### config.mk
export PLATFORM = sky130hd
export DESIGN_NAME = flap_frame_deframer_core
export DESIGN_NICKNAME = d
export VERILOG_FILES = /design/src/hdl/fdf_pkg.sv /design/src/hdl/fdf_in_stage.sv /design/src/hdl/fdf_parser.sv /design/src/hdl/fdf_out_queue.sv /design/src/hdl/flap_frame_deframer_core.sv
export SDC_FILE = /design/constraint.sdc
export NUM_CORES = 1
export LEC_CHECK = 0
export BUFFER_PORTS_ARGS = -buffer_cell sky130_fd_sc_hd__buf_2
export CELL_PAD_IN_SITES_DETAIL_PLACEMENT = 0
export CELL_PAD_IN_SITES_GLOBAL_PLACEMENT = 1
export CORE_ASPECT_RATIO = 1.75
export CORE_MARGIN = 3
export CORE_UTILIZATION = 40
export CTS_BUF_LIST = sky130_fd_sc_hd__clkbuf_8
export DETAILED_ROUTE_END_ITERATION = 8
export PLACE_DENSITY_LB_ADDON = 0.3
export REMOVE_ABC_BUFFERS = 1
export SLEW_MARGIN = 10
export SYNTH_ARGS = -nofsm -noshare
export SYNTH_HDL_FRONTEND = slang
export SYNTH_SLANG_ARGS = --single-unit
### constraint.sdc
create_clock -name clk -period 4.6 [get_ports clk]
set_input_delay 0.92 -clock clk [delete_from_list [all_inputs] [get_ports clk]]
set_output_delay 0.92 -clock clk [all_outputs]
set_load 0.05 [all_outputs]
### src/hdl/fdf_pkg.sv
// Package for the frame deframer: payload structs, status codes and header constants.
// Used by every module under hdl; depends on nothing else.
package fdf_pkg;

    localparam int BUFFER_BYTES = 8192;
    localparam int HEADER_BYTES = 6;

    // Largest payload length that fits in the receive buffer.
    localparam logic [16:0] LEN_LIMIT = 17'(BUFFER_BYTES - HEADER_BYTES);

    typedef enum logic [2:0] {
        ST_PROGRESS   = 3'd0,
        ST_DONE       = 3'd1,
        ST_LENGTH_ERR = 3'd2,
        ST_SEQ_ERR    = 3'd3,
        ST_HALTED     = 3'd4
    } status_t;

    typedef struct packed {
        logic [7:0] rx_byte;
        logic       signon_phase;
    } in_item_t;

    typedef struct packed {
        logic [7:0]  payload_byte;
        logic        payload_valid;
        logic        frame_last;
        status_t     status;
        logic [7:0]  frame_kind;
        logic [15:0] frame_sequence;
        logic [12:0] payload_length;
    } out_item_t;

endpackage

### src/hdl/fdf_in_stage.sv
// Input register of the frame deframer; holds one accepted byte until the parser takes it.
// Depends on fdf_pkg.
module fdf_in_stage (
    input  logic              clk,
    input  logic              rst_n,
    input  logic              in_valid,
    output logic              in_ready,
    input  fdf_pkg::in_item_t in_data,
    input  logic              room,
    output logic              advance,
    output fdf_pkg::in_item_t item
);
    import fdf_pkg::*;

    logic     vld_reg;
    logic     vld_next;
    in_item_t data_reg;

    assign advance  = vld_reg & room;
    assign in_ready = ~vld_reg | room;
    assign item     = data_reg;

    always_comb
    begin
        vld_next = vld_reg;
        if (in_valid && in_ready)
        begin
            vld_next = 1'b1;
        end
        else if (advance)
        begin
            vld_next = 1'b0;
        end
    end

    always_ff @(posedge clk or negedge rst_n)
    begin
        if (!rst_n)
        begin
            vld_reg <= 1'b0;
        end
        else
        begin
            vld_reg <= vld_next;
        end
    end

    always_ff @(posedge clk)
    begin
        if (in_valid && in_ready)
        begin
            data_reg <= in_data;
        end
    end

endmodule

### src/hdl/fdf_parser.sv
// Header parser and sequence checker of the frame deframer; one byte per advance.
// Holds the frame state registers and forms one result per byte. Depends on fdf_pkg.
module fdf_parser (
    input  logic               clk,
    input  logic               rst_n,
    input  logic               advance,
    input  fdf_pkg::in_item_t  item,
    output fdf_pkg::out_item_t result
);
    import fdf_pkg::*;

    localparam logic [2:0] HP_FIRST   = 3'd0;
    localparam logic [2:0] HP_KIND    = 3'd1;
    localparam logic [2:0] HP_SEQ_HI  = 3'd2;
    localparam logic [2:0] HP_SEQ_LO  = 3'd3;
    localparam logic [2:0] HP_LEN_HI  = 3'd4;
    localparam logic [2:0] HP_LEN_LO  = 3'd5;
    localparam logic [2:0] HP_PAYLOAD = 3'd6;

    logic [2:0]  hp_reg,     hp_next;
    logic [15:0] rem_reg,    rem_next;
    logic [7:0]  kind_reg,   kind_next;
    logic [15:0] seq_reg,    seq_next;
    logic [15:0] len_reg,    len_next;
    logic [15:0] exp_reg,    exp_next;
    logic        halted_reg, halted_next;

    logic [15:0] exp_inc;
    logic [15:0] rem_dec;
    logic [7:0]  byte_out;
    logic        valid_out;
    logic        last_out;
    status_t     st_out;

    always_comb
    begin
        hp_next     = hp_reg;
        rem_next    = rem_reg;
        kind_next   = kind_reg;
        seq_next    = seq_reg;
        len_next    = len_reg;
        exp_next    = exp_reg;
        halted_next = halted_reg;
        byte_out    = 8'd0;
        valid_out   = 1'b0;
        last_out    = 1'b0;
        st_out      = ST_PROGRESS;
        exp_inc     = exp_reg + 16'd1;
        rem_dec     = (rem_reg != 16'd0) ? rem_reg - 16'd1 : rem_reg;

        if (halted_reg)
        begin
            st_out = ST_HALTED;
        end
        else if (hp_reg == HP_PAYLOAD)
        begin
            rem_next  = rem_dec;
            valid_out = 1'b1;
            byte_out  = item.rx_byte;
            if (rem_dec == 16'd0)
            begin
                hp_next  = HP_FIRST;
                last_out = 1'b1;
                st_out   = ST_DONE;
            end
        end
        else
        begin
            case (hp_reg)
                HP_KIND:   kind_next = item.rx_byte;
                HP_SEQ_HI: seq_next  = {item.rx_byte, seq_reg[7:0]};
                HP_SEQ_LO: seq_next  = {seq_reg[15:8], item.rx_byte};
                HP_LEN_HI: len_next  = {item.rx_byte, len_reg[7:0]};
                HP_LEN_LO: len_next  = {len_reg[15:8], item.rx_byte};
                default:   kind_next = kind_reg;
            endcase

            if (hp_reg != HP_LEN_LO)
            begin
                hp_next = hp_reg + 3'd1;
            end
            else if ({1'b0, len_next} > LEN_LIMIT)
            begin
                halted_next = 1'b1;
                hp_next     = HP_FIRST;
                st_out      = ST_LENGTH_ERR;
            end
            else if (!item.signon_phase && (exp_inc != seq_next))
            begin
                exp_next    = exp_inc;
                halted_next = 1'b1;
                hp_next     = HP_FIRST;
                st_out      = ST_SEQ_ERR;
            end
            else
            begin
                exp_next = item.signon_phase ? seq_next : exp_inc;
                if (len_next == 16'd0)
                begin
                    hp_next  = HP_FIRST;
                    last_out = 1'b1;
                    st_out   = ST_DONE;
                end
                else
                begin
                    rem_next = len_next;
                    hp_next  = HP_PAYLOAD;
                end
            end
        end

        result.payload_byte   = byte_out;
        result.payload_valid  = valid_out;
        result.frame_last     = last_out;
        result.status         = st_out;
        result.frame_kind     = kind_next;
        result.frame_sequence = seq_next;
        result.payload_length = (len_next[15:13] != 3'd0) ? 13'h1FFF : len_next[12:0];
    end

    always_ff @(posedge clk or negedge rst_n)
    begin
        if (!rst_n)
        begin
            hp_reg     <= HP_FIRST;
            rem_reg    <= 16'd0;
            kind_reg   <= 8'd0;
            seq_reg    <= 16'd0;
            len_reg    <= 16'd0;
            exp_reg    <= 16'd0;
            halted_reg <= 1'b0;
        end
        else if (advance)
        begin
            hp_reg     <= hp_next;
            rem_reg    <= rem_next;
            kind_reg   <= kind_next;
            seq_reg    <= seq_next;
            len_reg    <= len_next;
            exp_reg    <= exp_next;
            halted_reg <= halted_next;
        end
    end

    // Once halted, the parser stays halted until reset.
    a_halt_sticky: assert property (@(posedge clk) disable iff (!rst_n)
        halted_reg |=> halted_reg)
        else $error("parser left the halted state without reset");

    a_halt_status: assert property (@(posedge clk) disable iff (!rst_n)
        advance && halted_reg |-> result.status == ST_HALTED)
        else $error("halted parser reported a status other than halted");

    a_error_halts: assert property (@(posedge clk) disable iff (!rst_n)
        advance && (result.status == ST_LENGTH_ERR || result.status == ST_SEQ_ERR)
        |=> halted_reg)
        else $error("header error did not halt the parser");

    a_payload_phase: assert property (@(posedge clk) disable iff (!rst_n)
        advance && result.payload_valid |-> hp_reg == HP_PAYLOAD && !halted_reg)
        else $error("payload byte issued outside the payload phase");

endmodule

### src/hdl/fdf_out_queue.sv
// Two-entry result queue of the frame deframer; decouples the parser from output stalls.
// Depends on fdf_pkg.
module fdf_out_queue (
    input  logic               clk,
    input  logic               rst_n,
    input  logic               push,
    input  fdf_pkg::out_item_t push_data,
    output logic               room,
    output logic               out_valid,
    input  logic               out_ready,
    output fdf_pkg::out_item_t out_data
);
    import fdf_pkg::*;

    out_item_t   mem_reg [2];
    logic        wr_ptr_reg, wr_ptr_next;
    logic        rd_ptr_reg, rd_ptr_next;
    logic [1:0]  count_reg,  count_next;
    logic        pop;

    assign room      = (count_reg != 2'd2);
    assign out_valid = (count_reg != 2'd0);
    assign out_data  = mem_reg[rd_ptr_reg];
    assign pop       = out_valid & out_ready;

    always_comb
    begin
        wr_ptr_next = push ? ~wr_ptr_reg : wr_ptr_reg;
        rd_ptr_next = pop ? ~rd_ptr_reg : rd_ptr_reg;
        count_next  = count_reg;
        if (push && !pop)
        begin
            count_next = count_reg + 2'd1;
        end
        else if (pop && !push)
        begin
            count_next = count_reg - 2'd1;
        end
    end

    always_ff @(posedge clk or negedge rst_n)
    begin
        if (!rst_n)
        begin
            wr_ptr_reg <= 1'b0;
            rd_ptr_reg <= 1'b0;
            count_reg  <= 2'd0;
        end
        else
        begin
            wr_ptr_reg <= wr_ptr_next;
            rd_ptr_reg <= rd_ptr_next;
            count_reg  <= count_next;
        end
    end

    always_ff @(posedge clk)
    begin
        if (push)
        begin
            mem_reg[wr_ptr_reg] <= push_data;
        end
    end

    a_no_overflow: assert property (@(posedge clk) disable iff (!rst_n)
        push |-> count_reg != 2'd2)
        else $error("result written into a full queue");

    a_count_range: assert property (@(posedge clk) disable iff (!rst_n)
        count_reg != 2'd3)
        else $error("queue count out of range");

    a_ptr_track: assert property (@(posedge clk) disable iff (!rst_n)
        (count_reg == 2'd0 || count_reg == 2'd2) |-> wr_ptr_reg == rd_ptr_reg)
        else $error("queue pointers disagree with the count");

endmodule

### src/hdl/flap_frame_deframer_core.sv
// Frame deframer top level: input register, header parser and result queue.
// A byte passes the input register and then the result queue before its result is offered.
// Throughput: one byte per cycle while the result queue has room; a full queue stalls the input.
// Reset (rst_n, asynchronous, active low) clears the frame state and empties both stages.
// Depends on fdf_pkg, fdf_in_stage, fdf_parser and fdf_out_queue.
module flap_frame_deframer_core (
    input  logic               clk,
    input  logic               rst_n,
    input  logic               in_valid,
    output logic               in_ready,
    input  fdf_pkg::in_item_t  in_data,
    output logic               out_valid,
    input  logic               out_ready,
    output fdf_pkg::out_item_t out_data
);
    import fdf_pkg::*;

    logic      room;
    logic      advance;
    in_item_t  item;
    out_item_t result;

    fdf_in_stage u_in_stage (
        .clk      (clk),
        .rst_n    (rst_n),
        .in_valid (in_valid),
        .in_ready (in_ready),
        .in_data  (in_data),
        .room     (room),
        .advance  (advance),
        .item     (item)
    );

    fdf_parser u_parser (
        .clk     (clk),
        .rst_n   (rst_n),
        .advance (advance),
        .item    (item),
        .result  (result)
    );

    fdf_out_queue u_out_queue (
        .clk       (clk),
        .rst_n     (rst_n),
        .push      (advance),
        .push_data (result),
        .room      (room),
        .out_valid (out_valid),
        .out_ready (out_ready),
        .out_data  (out_data)
    );

endmodule

; ---- After elaboration in Yosys (flattened, before gate mapping)
; Memory sizes are Yosys's and may differ from the RTL's.
; Cells that the tools add are included.
[totals]
latch_bits = 0
word_cells = 118
out_inout_bits = 52
mem_count = 1
ff_bits = 90
mem_bits_rw = 100
mem_bits_ro = 0
[op_classes]
add_sub_neg = 5
mul = 0
div = 0
reduce_logical = 17
magnitude_cmp = 1
bitwise = 10
mux = 57
n_eq_ne = 14
shifts = 0
[mem_list]
columns = name, depth, width, rd, rd_clocked_by_memory_dff, wr, line
row1 = u_out_queue.mem_reg, 2, 50, 1, 0, 1, fdf_out_queue.sv:15  ; out_item_t mem_reg [2];
[ops]
columns = operator, n
row1 = $mux 16, 16
row2 = $pmux 16 s2, 2
row3 = $mux 8, 5
row4 = $mux 3, 11
row5 = $logic_not 16->1, 2
row6 = $mux 1, 20
row7 = $add 16x1->16 const B, 1
row8 = $gt 16x13->1 const B, 1
row9 = $ne 16x16->1, 1
row10 = $reduce_bool 16->1, 1
row11 = $sub 16x1->16 const B, 1
row12 = $mux 13, 1
row13 = $eq 3x3->1 const B, 3
row14 = $ne 2x1->1 const B, 4
row15 = $not 1->1, 7
row16 = $eq 3x2->1 const B, 2
row17 = $reduce_and 6->1, 1
row18 = $reduce_bool 2->1, 3
row19 = $reduce_and 5->1, 1
row20 = $logic_and 1x1->1, 4
row21 = $mux 2, 2
row22 = $ne 2x2->1 const B, 2
row23 = $add 3x1->3 const B, 1
row24 = $eq 3x1->1 const B, 1
row25 = other kinds (8), 11

; ---- Longest topological paths before layout
; Gate-level depths: netlist (run 1).
[logic_depth]
word_depth = 11
mapped_depth = 14

; ---- Hierarchy
; A second synthesis (run 1) with hierarchy kept.
[hier_totals]
cells_unflattened = 853
area_unflattened_um2 = 9939.5
[by_module_without_submodules]
columns = module, seq_area_each_um2, area_per_inst_um2, n_inst, cells_each
row1 = fdf_parser, 1901.8, 5559.1, 1, 667
row2 = fdf_out_queue, 3103.0, 4050.1, 1, 172
row3 = fdf_in_stage, 295.3, 330.3, 1, 14

; ---- Worst setup path before layout (run 1)
; Ideal clock, no wire load.
[synth_path]
path_kind = flip-flop to flip-flop
from = register u_parser.hp_reg[2]
to = register u_parser.rem_reg[6]
period_less_slack_ps = 3683
path_slack_ps = 917
stages_incl_launch_ff = 14
n_path_buf = 2
setup_time_ps = 126
arrival_time_ps = 3557
cell_sequence = dfrtp_1 > clkbuf_1 > inv_1 > ha_1 > buf_6 > mux2_2 > a21oi_1 > mux2_2 > mux2_2 > a2111oi_4 > a41oi_4 > nor3_4 > o21ai_4 > a221o_1
[synth_between]
elab_chain_len = 9
[synth_lines]
columns = element, line
row1 = from (decl), fdf_parser.sv:20  ; logic [2:0] hp_reg, hp_next;
row2 = from (signal assigned), fdf_parser.sv:135  ; hp_reg <= hp_next;
row3 = "parallel branches: the longest is 9 deep, another holds $gt 16x13->1", n/a
row4 = to (signal assigned), fdf_parser.sv:136  ; rem_reg <= rem_next;
row5 = to (decl), fdf_parser.sv:21  ; logic [15:0] rem_reg, rem_next;
; Several ways; the timed one is not identified. The select of a mux whose other input is x is not followed.
; A chain may end at the register's enable or synchronous reset.

; ---- Final worst setup path (run 1)
[layout_path]
from = register u_parser.hp_reg[0]
to = register u_parser.rem_reg[5]
; Same word-level chain as after synthesis.

==> impl_metrics.tcl, run 1 <==
set metrics [dict create \
    status "complete, no violations" \
    grt_usage_pct 20.51 \
    pwr-share-clk_pct 13.0 \
    post-cts-setup-buffers 0 \
    critPathTopFamily "compound AO/OA/AOI/OAI gates" \
    cts_tree "done" \
    cts.sinks 190 \
    synth-seq-cells 190 \
    hold_violations 0 \
    utilization_pct 45.60 \
    rsz0062_at_grt "no" \
    cts_resized 0 \
    port_buffers 64 \
    slew_headroom_pct 41.03 \
    ys_seq_area_share_pct 55.39 \
    syn_avg_cell_area_um2 10.96 \
    antenna_found_initial 0 \
    ant_nets 0 \
    crit_fanout 9 \
    synth_async_sr_flop_share_pct 42.63 \
    first_global_vias 7032 \
    cp-end-kind "flop" \
    r2r_slack_ps 560 \
    synth_edf_count 109 \
    dieWidth_um 122.9 \
    cpMostUsedCell "mux2_2" \
    netlist_area_um2 9569 \
    sequentialPowerShare_pct 36.6 \
    largest_register_ffs 100 \
    stdcell_area_um2 10680 \
    switchingPower_mw 4.207 \
    vias 7001 \
    internal-power_mw 4.724 \
    clk_pin_slew_ps 100 \
    die_h_um 210.6 \
    synthFlopType "edfxtp_1" \
    share_comb_of_total_power_pct 50.4 \
    grt_pass1_wl_um 40030 \
    switching_share_pct 47.10 \
    postPlaceCellArea_um2 10270 \
    core_um2 23430 \
    layout.nets 954 \
    io_pins 65 \
    ys_types 72 \
    num_rows 74 \
    gp_congestion 0.8857 \
    grt_max_degree 62 \
    finClkSkew_ps 22.80 \
    vias_per_cell 5.605 \
    synth.area.top_cells "edfxtp_1 34%, dfrtp_1 21%, mux2_2 7.4%" \
    num_antenna_cells 0 \
    setup_viol 0 \
    initial_core_util_pct 40.85 \
    grt_overflow 0 \
    clockRootBuffer "clkbuf_8" \
    syn_inst 873 \
    period_needed_ps 4041 \
    cpMaxStageDelayCell "nor2b_1" \
    most-common-layout-cells "134 x nand2_1, 109 x edfxtp_1, 87 x o21ai_0, 80 x dfrtp_1" \
    crit_cells 11 \
    fmax_ghz 0.2475 \
    finalWirelength_um 25330 \
    yosys.area.top_type "edfxtp_1" \
    worst_pin_slew_ps 883.6 \
    finalMaxSlewViolations 0 \
    period_share_pct 87.84 \
    leakage_nw 4.107 \
    drt_drc_violations_left 0 \
    clock_latency_ps 500 \
    crit_buf_inv 1 \
    setup_tns_ps 0 \
    yosysWarnings 0 \
    yosysTopAreaCellShare_pct 34.21 \
    cts_max_level 4 \
    critPathLaunch "u_parser.hp_reg[0]" \
    critPathLaunchType "flop" \
    worst_ep_required_time_ps 4980 \
    hpwlAfterDp_um 17790 \
    area_growth_pct 11.64 \
    crit_path_cell_trace "inv_1 > ha_1 > nor2b_1 > a21oi_1 > mux2_2 > mux2_2 > a2111oi_4 > a41oi_4 > nor3_4 > o21ai_4 > a221o_1" \
    hold_path_class "in -> async" \
    reg2reg_depth 11 \
    power.density_nw_per_um2 835.9 \
    hold_buffers 0 \
    layout-drive-gt1-share_pct 21.69 \
    crit_arrival_ps 4420 \
    layout_commonest_cell "nand2_1" \
    die_area_um2 25890 \
    maxCapViolations 0 \
    peakVddDrop_uv 366.3 \
    final.fill_count 2215 \
    path_class "reg -> reg" \
    clockBufferDepth 2 \
    reg2reg_to "u_parser.rem_reg[5]" \
    max_stage_delay_ps 510 \
    drtIter0Drc 570 \
    drt-pass1-iter-count 5 \
    r2r-start "u_parser.hp_reg[0]" \
    cts_inserted_buffers 17 \
    routedWlPerCell_um 20.28 \
]
-- power groups by stage --
stage / logic [mW] / clock network, mW / registers (mW)
2_1_floorplan: 3.34 / 0 / 3.15
3_3_place_gp: 4.52 / 0 / 3.27
3_5_place_dp: 4.55 / 0 / 3.29
4_1_cts: 4.56 / 1.20 / 3.26
5_1_grt: 4.90 / 1.25 / 3.35
6_report: 4.50 / 1.16 / 3.27
-- worst register-to-register path: stages, from the launching register on --
cell	delay (ps)
dfrtp_1	410
inv_1	130
ha_1	350
nor2b_1	510
a21oi_1	270
mux2_2	320
mux2_2	290
a2111oi_4	390
a41oi_4	250
nor3_4	440
o21ai_4	160
a221o_1	420
-- stage by stage --
| step | hold slack, ps | cells | total power [mW] | worst slack, ps |
|---|---|---|---|---|
| floorplan | 441.8 | 825 | 6.490 | 740.1 |
| global placement | 453.1 | 1217 | 7.796 | 692.4 |
| detailed placement | 459.0 | 1217 | 7.842 | 613.1 |
| finish | 467.2 | 1249 | 8.930 | 559.2 |
| global route | 496.2 | 1249 | 9.508 | 363.5 |
| CTS | 474.5 | 1249 | 9.018 | 552.2 |
-- cell families after synthesis --
| group | count (synthesis) | share of synthesized area, % |
|---|---|---|
| AOI/OAI and AO/OA | 219 | 15.09 |
| xor gates and xnor gates | 23 | 2.393 |
| adders and majority gates | 9 | 1.177 |
| buffers and inverters | 63 | 2.615 |
| DFF | 190 | 55.39 |
| muxes | 69 | 8.094 |
| and+or+nand+nor | 300 | 15.25 |
-- how the worst max path moves through the flow --
stage	endpoint	slack [ps]
2_1_floorplan	u_parser.rem_reg[4]	740
3_3_place_gp	u_parser.rem_reg[8]	690
3_5_place_dp	u_parser.rem_reg[5]	610
4_1_cts	u_parser.rem_reg[5]	550
5_1_grt	u_parser.rem_reg[5]	360
6_report	u_parser.rem_reg[5]	560
-- metal layers --
layer | up-vias | routed length [µm] | GRT usage (%)
met5 | - | 0 | 0
met4 | 0 | 728 | 8.005
met3 | 33 | 612 | 3.269
met2 | 123 | 14160 | 38.01
met1 | 3497 | 9819 | 23.08
li1 | 3348 | - | -
-- synth_stat cells, types with 3 or more instances --
cell type	count
a211o_1	3
a21oi_1	33
a221o_1	5
a22o_1	3
a22oi_1	31
a31oi_1	7
and2_1	8
and3_1	14
and4_1	4
buf_1	3
buf_2	5
clkbuf_1	39
dfrtp_1	81
edfxtp_1	109
ha_1	9
inv_1	15
mux2_2	63
mux2i_1	5
nand2_1	135
nand2b_1	6
nand3_1	18
nand3b_1	4
nand4_1	8
nor2_1	48
nor2b_1	3
nor3_1	18
nor3b_1	3
nor4_1	9
o211a_1	3
o211ai_1	13
o21a_1	3
o21ai_0	87
o22a_1	4
o22ai_1	4
or2_2	4
or3_1	3
xnor2_1	14
xor2_1	7
-- cell type report --
cell class | instances | area, µm² | share of cell area, %
Clock inverter | 14 | 163.9 | 1.534
Clock buffer | 18 | 247.7 | 2.319
Multi-Input combinational cell | 620 | 4030 | 37.73
Inverter | 15 | 56.30 | 0.5271
Timing Repair Buffer | 88 | 503.0 | 4.708
Sequential cell | 190 | 5301 | 49.63
Tap cell | 304 | 380.4 | 3.561
Note: power is estimated with default switching activity, not from simulation.
==> inputs of run 2 (changes only) <==
RECOVER_POWER = 100   (was default)
==> impl_metrics.tcl, run 2 (synthesized netlist as in run 1, its figures left out) <==
set metrics [dict create \
    port_buffers 64 \
    core_um2 23430 \
    path_class "reg -> out" \
    setup_viol 0 \
    internal-power_mw 4.617 \
    min_path_cells 2 \
    grt_pass1_wl_um 40030 \
    setup_tns_ps 0 \
    violations "max-capacitance violations, max-slew violations" \
    drtIter0Drc 532 \
    switching_share_pct 47.59 \
    num_antenna_cells 0 \
    period_share_pct 91.48 \
    sequentialPowerShare_pct 37.1 \
    layout.nets 954 \
    crit_fanout 25 \
    finalMaxSlewViolations 75 \
    hold_path_class "reg -> reg" \
    finClkSkew_ps 23.04 \
    switchingPower_mw 4.193 \
    io_pins 65 \
    worstHoldStart "u_parser.kind_reg[0]" \
    period_needed_ps 4208 \
    cts_max_level 4 \
    slew_headroom_pct -105.1 \
    drt-pass1-iter-count 8 \
    whs_ps 474.5 \
    finalWirelength_um 25370 \
    reg2reg_depth 11 \
    post-cts-setup-buffers 0 \
    die_h_um 210.6 \
    clockRootBuffer "clkbuf_8" \
    routedWlPerCell_um 20.31 \
    vias 7026 \
    power.density_nw_per_um2 835.1 \
    cts_resized 0 \
    hold_violations 0 \
    share_comb_of_total_power_pct 49.7 \
    crit_arrival_ps 3290 \
    hold_buffers 0 \
    grt_max_degree 62 \
    leakage_nw 3.961 \
    worst_ep_required_time_ps 3680 \
    cp-end-kind "primary output" \
    cts_inserted_buffers 17 \
    layout-drive-gt1-share_pct 13.97 \
    antenna_found_initial 0 \
    first_global_vias 7032 \
    layout_commonest_cell "nand2_1" \
    cpMostUsedCell "clkbuf_1" \
    reg2reg_to "u_parser.rem_reg[5]" \
    initial_core_util_pct 40.85 \
    dieWidth_um 122.9 \
    num_rows 74 \
    clk_pin_slew_ps 90 \
    r2r_slack_ps 440 \
    worst_pin_slew_ps 3077 \
    vias_per_cell 5.625 \
    ant_nets 0 \
    status "finished, violations left" \
    largest_register_ffs 100 \
    grt_overflow 0 \
    peakVddDrop_uv 358.3 \
    cts.sinks 190 \
    drt_drc_violations_left 0 \
    area_growth_pct 10.25 \
    hpwlAfterDp_um 17790 \
    final.fill_count 2244 \
    grt_usage_pct 20.51 \
    critPathLaunchType "flop" \
    pwr-share-clk_pct 13.2 \
    r2r-start "u_parser.hp_reg[0]" \
    most-common-layout-cells "135 x nand2_1, 109 x edfxtp_1, 87 x o21ai_0, 81 x dfrtp_1, 50 x clkbuf_1" \
    critPathLaunch "u_out_queue.rd_ptr_reg" \
    hold_path_end "u_parser.kind_reg[0]" \
    cts_tree "done" \
    maxCapViolations 2 \
    fmax_ghz 0.2377 \
    rsz0062_at_grt "no" \
    utilization_pct 45.04 \
    gp_congestion 0.8857 \
    clockBufferDepth 2 \
    max_stage_delay_ps 1210 \
    cpMaxStageDelayCell "dfrtp_1" \
    crit_path_cell_trace "clkbuf_1 > mux2_2 > clkbuf_1" \
    die_area_um2 25890 \
    clock_latency_ps 500 \
]
-- run 2: cell types whose count changed in the layout (fill, tap and decap cells not counted), sizes merged --
cell    change
clkbuf     +53
buf        -53
-- run 2: how the worst max path moves through the flow --
stage	end	slack (ps)	cells past startpoint
after detailed placement	u_parser.rem_reg[5]	610	11
after global routing	out_data[3]	180	3
after CTS	u_parser.rem_reg[5]	550	11
after global placement	u_parser.rem_reg[8]	690	11
final	out_data[3]	390	3
after floorplan	u_parser.rem_reg[4]	740	11
-- run 2: critical path, delay by kind of cell (launching register included) --
kind / cells / cell delay (ps)
muxes: 1 / 310
buffers and inverters: 2 / 1240
DFF: 1 / 1210
-- run 2: cell type report --
cell class,instances,area [µm²],area share (%)
clock inverter,14,163.9,1.554
tap,304,380.4,3.605
clock buffer,18,247.7,2.348
sequential,190,5300,50.24
multi-input combinational,620,3994,37.86
inverter,15,56.30,0.5337
timing repair buffer,88,407.9,3.866
-- run 2: metal layers --
layer,global-route usage [%],routed length [µm]
met5,0,0
met4,8.005,784
met3,3.269,664
met2,38.01,14060
met1,23.08,9859
-- run 2: stage by stage --
| step | instances | setup slack (ps) | power, mW | cell area, µm² |
|---|---|---|---|---|
| floorplan | 825 | 740.1 | 6.490 | 9375 |
| global placement | 1217 | 692.4 | 7.796 | 10270 |
| detailed placement | 1217 | 613.1 | 7.842 | 10270 |
| CTS | 1249 | 552.2 | 9.018 | 10680 |
| global route | 1249 | 182.6 | 9.388 | 10550 |
| finish | 1249 | 392.1 | 8.810 | 10550 |
-- run 2: power groups by stage --
stage / clock, mW / sequential [mW] / combinational (mW)
after floorplan: 0 / 3.15 / 3.34
after global placement: 0 / 3.27 / 4.52
after detailed placement: 0 / 3.29 / 4.55
after CTS: 1.20 / 3.26 / 4.56
after global routing: 1.25 / 3.36 / 4.77
final: 1.16 / 3.27 / 4.38
==> inputs of run 3 (changes only) <==
ABC_AREA = 1   (was default)
==> impl_metrics.tcl, run 3 <==
set metrics [dict create \
    core_um2 24020 \
    crit_arrival_ps 3810 \
    syn_avg_cell_area_um2 8.140 \
    drtIter0Drc 529 \
    worst_ep_required_time_ps 4750 \
    grt_util_met3_pct 2.653 \
    yosysTopAreaCellShare_pct 33.37 \
    hpwlAfterDp_um 17680 \
    use_met2_pct 35.18 \
    finClkSkew_ps 18.30 \
    antenna_found_initial 0 \
    yosysMostFrequentCell "nand2_1" \
    utilization_pct 44.67 \
    hold_path_class "reg -> reg" \
    crit_fanout 26 \
    routedWlPerCell_um 15.53 \
    worstHoldStart "u_out_queue.count_reg[0]" \
    status "finished, violations left" \
    r2r-start "u_out_queue.count_reg[0]" \
    multi_input_area_um2 3879 \
    endpoint "u_out_queue.mem_reg[0][16]" \
    syn_inst 1205 \
    netlist_area_um2 9808 \
    ant_nets 0 \
    grt_overflow 0 \
    finalMaxSlewViolations 98 \
    stdcell_area_um2 10730 \
    cts_max_level 4 \
    grt_usage_pct 18.95 \
    worst_pin_slew_ps 1681 \
    clock_latency_ps 480 \
    layout_commonest_cell "nand2_1" \
    yosys-top-cells-count "496 x nand2_1, 109 x edfxtp_1, 103 x inv_1" \
    violations "max-capacitance violations, max-slew violations" \
    grt_pass1_wl_um 39720 \
    cts_inserted_buffers 17 \
    met1_usage_pct 22.15 \
    num_rows 75 \
    synth_edf_count 109 \
    grt_max_degree 61 \
    clockBufferDepth 2 \
    die_area_um2 26510 \
    cts_resized 0 \
    largest_register_ffs 100 \
    gp_congestion 0.8373 \
    grt.busiest_layer "met2" \
    vias 7855 \
    layout.nets 1279 \
    area_growth_pct 9.402 \
    layout-drive-gt1-share_pct 5.354 \
    dieWidth_um 124.4 \
    reg2reg_to "u_out_queue.mem_reg[0][16]" \
    initial_core_util_pct 40.83 \
    setup_tns_ps 0 \
    cp-end-kind "flop" \
    slew_headroom_pct -12.04 \
    final.fill_count 2478 \
    fmax_ghz 0.2728 \
    seq_area_um2 5300 \
    ys_types 39 \
    r2r_slack_ps 930 \
    period_share_pct 79.68 \
    setup_viol 0 \
    synth_async_sr_flop_share_pct 42.63 \
    hold_buffers 0 \
    clk_pin_slew_ps 100 \
    synth.area.top_cells "edfxtp_1 33%, dfrtp_1 21%, nand2_1 19%" \
    port_buffers 64 \
    die_h_um 213.2 \
    hold_violations 0 \
    reg2reg_depth 6 \
    io_pins 65 \
    most-common-layout-cells "500 x nand2_1, 109 x edfxtp_1, 108 x o21ai_0, 107 x inv_1, 81 x dfrtp_1" \
    first_global_vias 7550 \
    maxCapViolations 2 \
    postPlaceCellArea_um2 10430 \
    critPathLaunchType "flop" \
    cts_tree "done" \
    critPathLaunch "u_out_queue.count_reg[0]" \
    vias_per_cell 4.975 \
    path_class "reg -> reg" \
    drt_drc_violations_left 0 \
    post-cts-setup-buffers 0 \
    ys_seq_area_share_pct 54.04 \
    yosysWarnings 0 \
    clockRootBuffer "clkbuf_8" \
    synth-seq-cells 190 \
    cts.sinks 190 \
    period_needed_ps 3665 \
    rsz0062_at_grt "no" \
    finalWirelength_um 24520 \
    yosys.area.top_type "edfxtp_1" \
    synthFlopType "edfxtp_1" \
    whs_ps 486.1 \
    drt-pass1-iter-count 5 \
]
-- run 3: how the worst min path moves through the flow --
stage | end | slack [ps] | depth (start not counted)
2_1_floorplan | u_out_queue.count_reg[0] | 450 | 1
3_3_place_gp | u_parser.kind_reg[1] | 460 | 2
3_5_place_dp | u_out_queue.count_reg[0] | 460 | 1
4_1_cts | u_out_queue.count_reg[0] | 480 | 1
5_1_grt | u_out_queue.count_reg[0] | 490 | 1
6_report | u_out_queue.count_reg[0] | 490 | 1
-- run 3: worst max-delay path: stages, from the launching register on --
cell and delay [ps]:
dfrtp_1 370, inv_1 90, a21oi_1 130, clkbuf_1 580, inv_1 500, nor2_2 1110, buf_4 510
-- run 3: final cells by class --
cell class,instances,share of cell area [%]
Clock inverter,15,1.807
Timing Repair Buffer,75,2.973
Sequential cell,190,49.39
Antenna cell,1,0.02332
Multi-Input combinational cell,862,36.15
Inverter,111,3.883
Clock buffer,17,2.180
Tap cell,308,3.591
-- run 3: cells by family after synthesis --
family / synth area share, %
xor gates and xnor gates: 1.250
buffers and inverters: 6.174
and+or+nand+nor: 28.43
AOI/OAI and AO/OA: 8.955
DFF: 54.04
adders and majority gates: 1.148
-- run 3: stage by stage --
stage          instances  setup WS [ps]
6_report            1579          934.7
3_3_place_gp        1546           1433
5_1_grt             1578          617.7
3_5_place_dp        1546           1404
2_1_floorplan       1163         -137.7
4_1_cts             1578           1399
-- run 3: per-layer routing --
layer  vias up  wire (µm)
li1       4020          -
met2       155      12930
met3        30        654
met4         0        565
met5         -          0
met1      3650      10370
Power of run 3 is not shown: default switching activity piles up to over one toggle a cycle in this logic, so the estimate is an artifact.
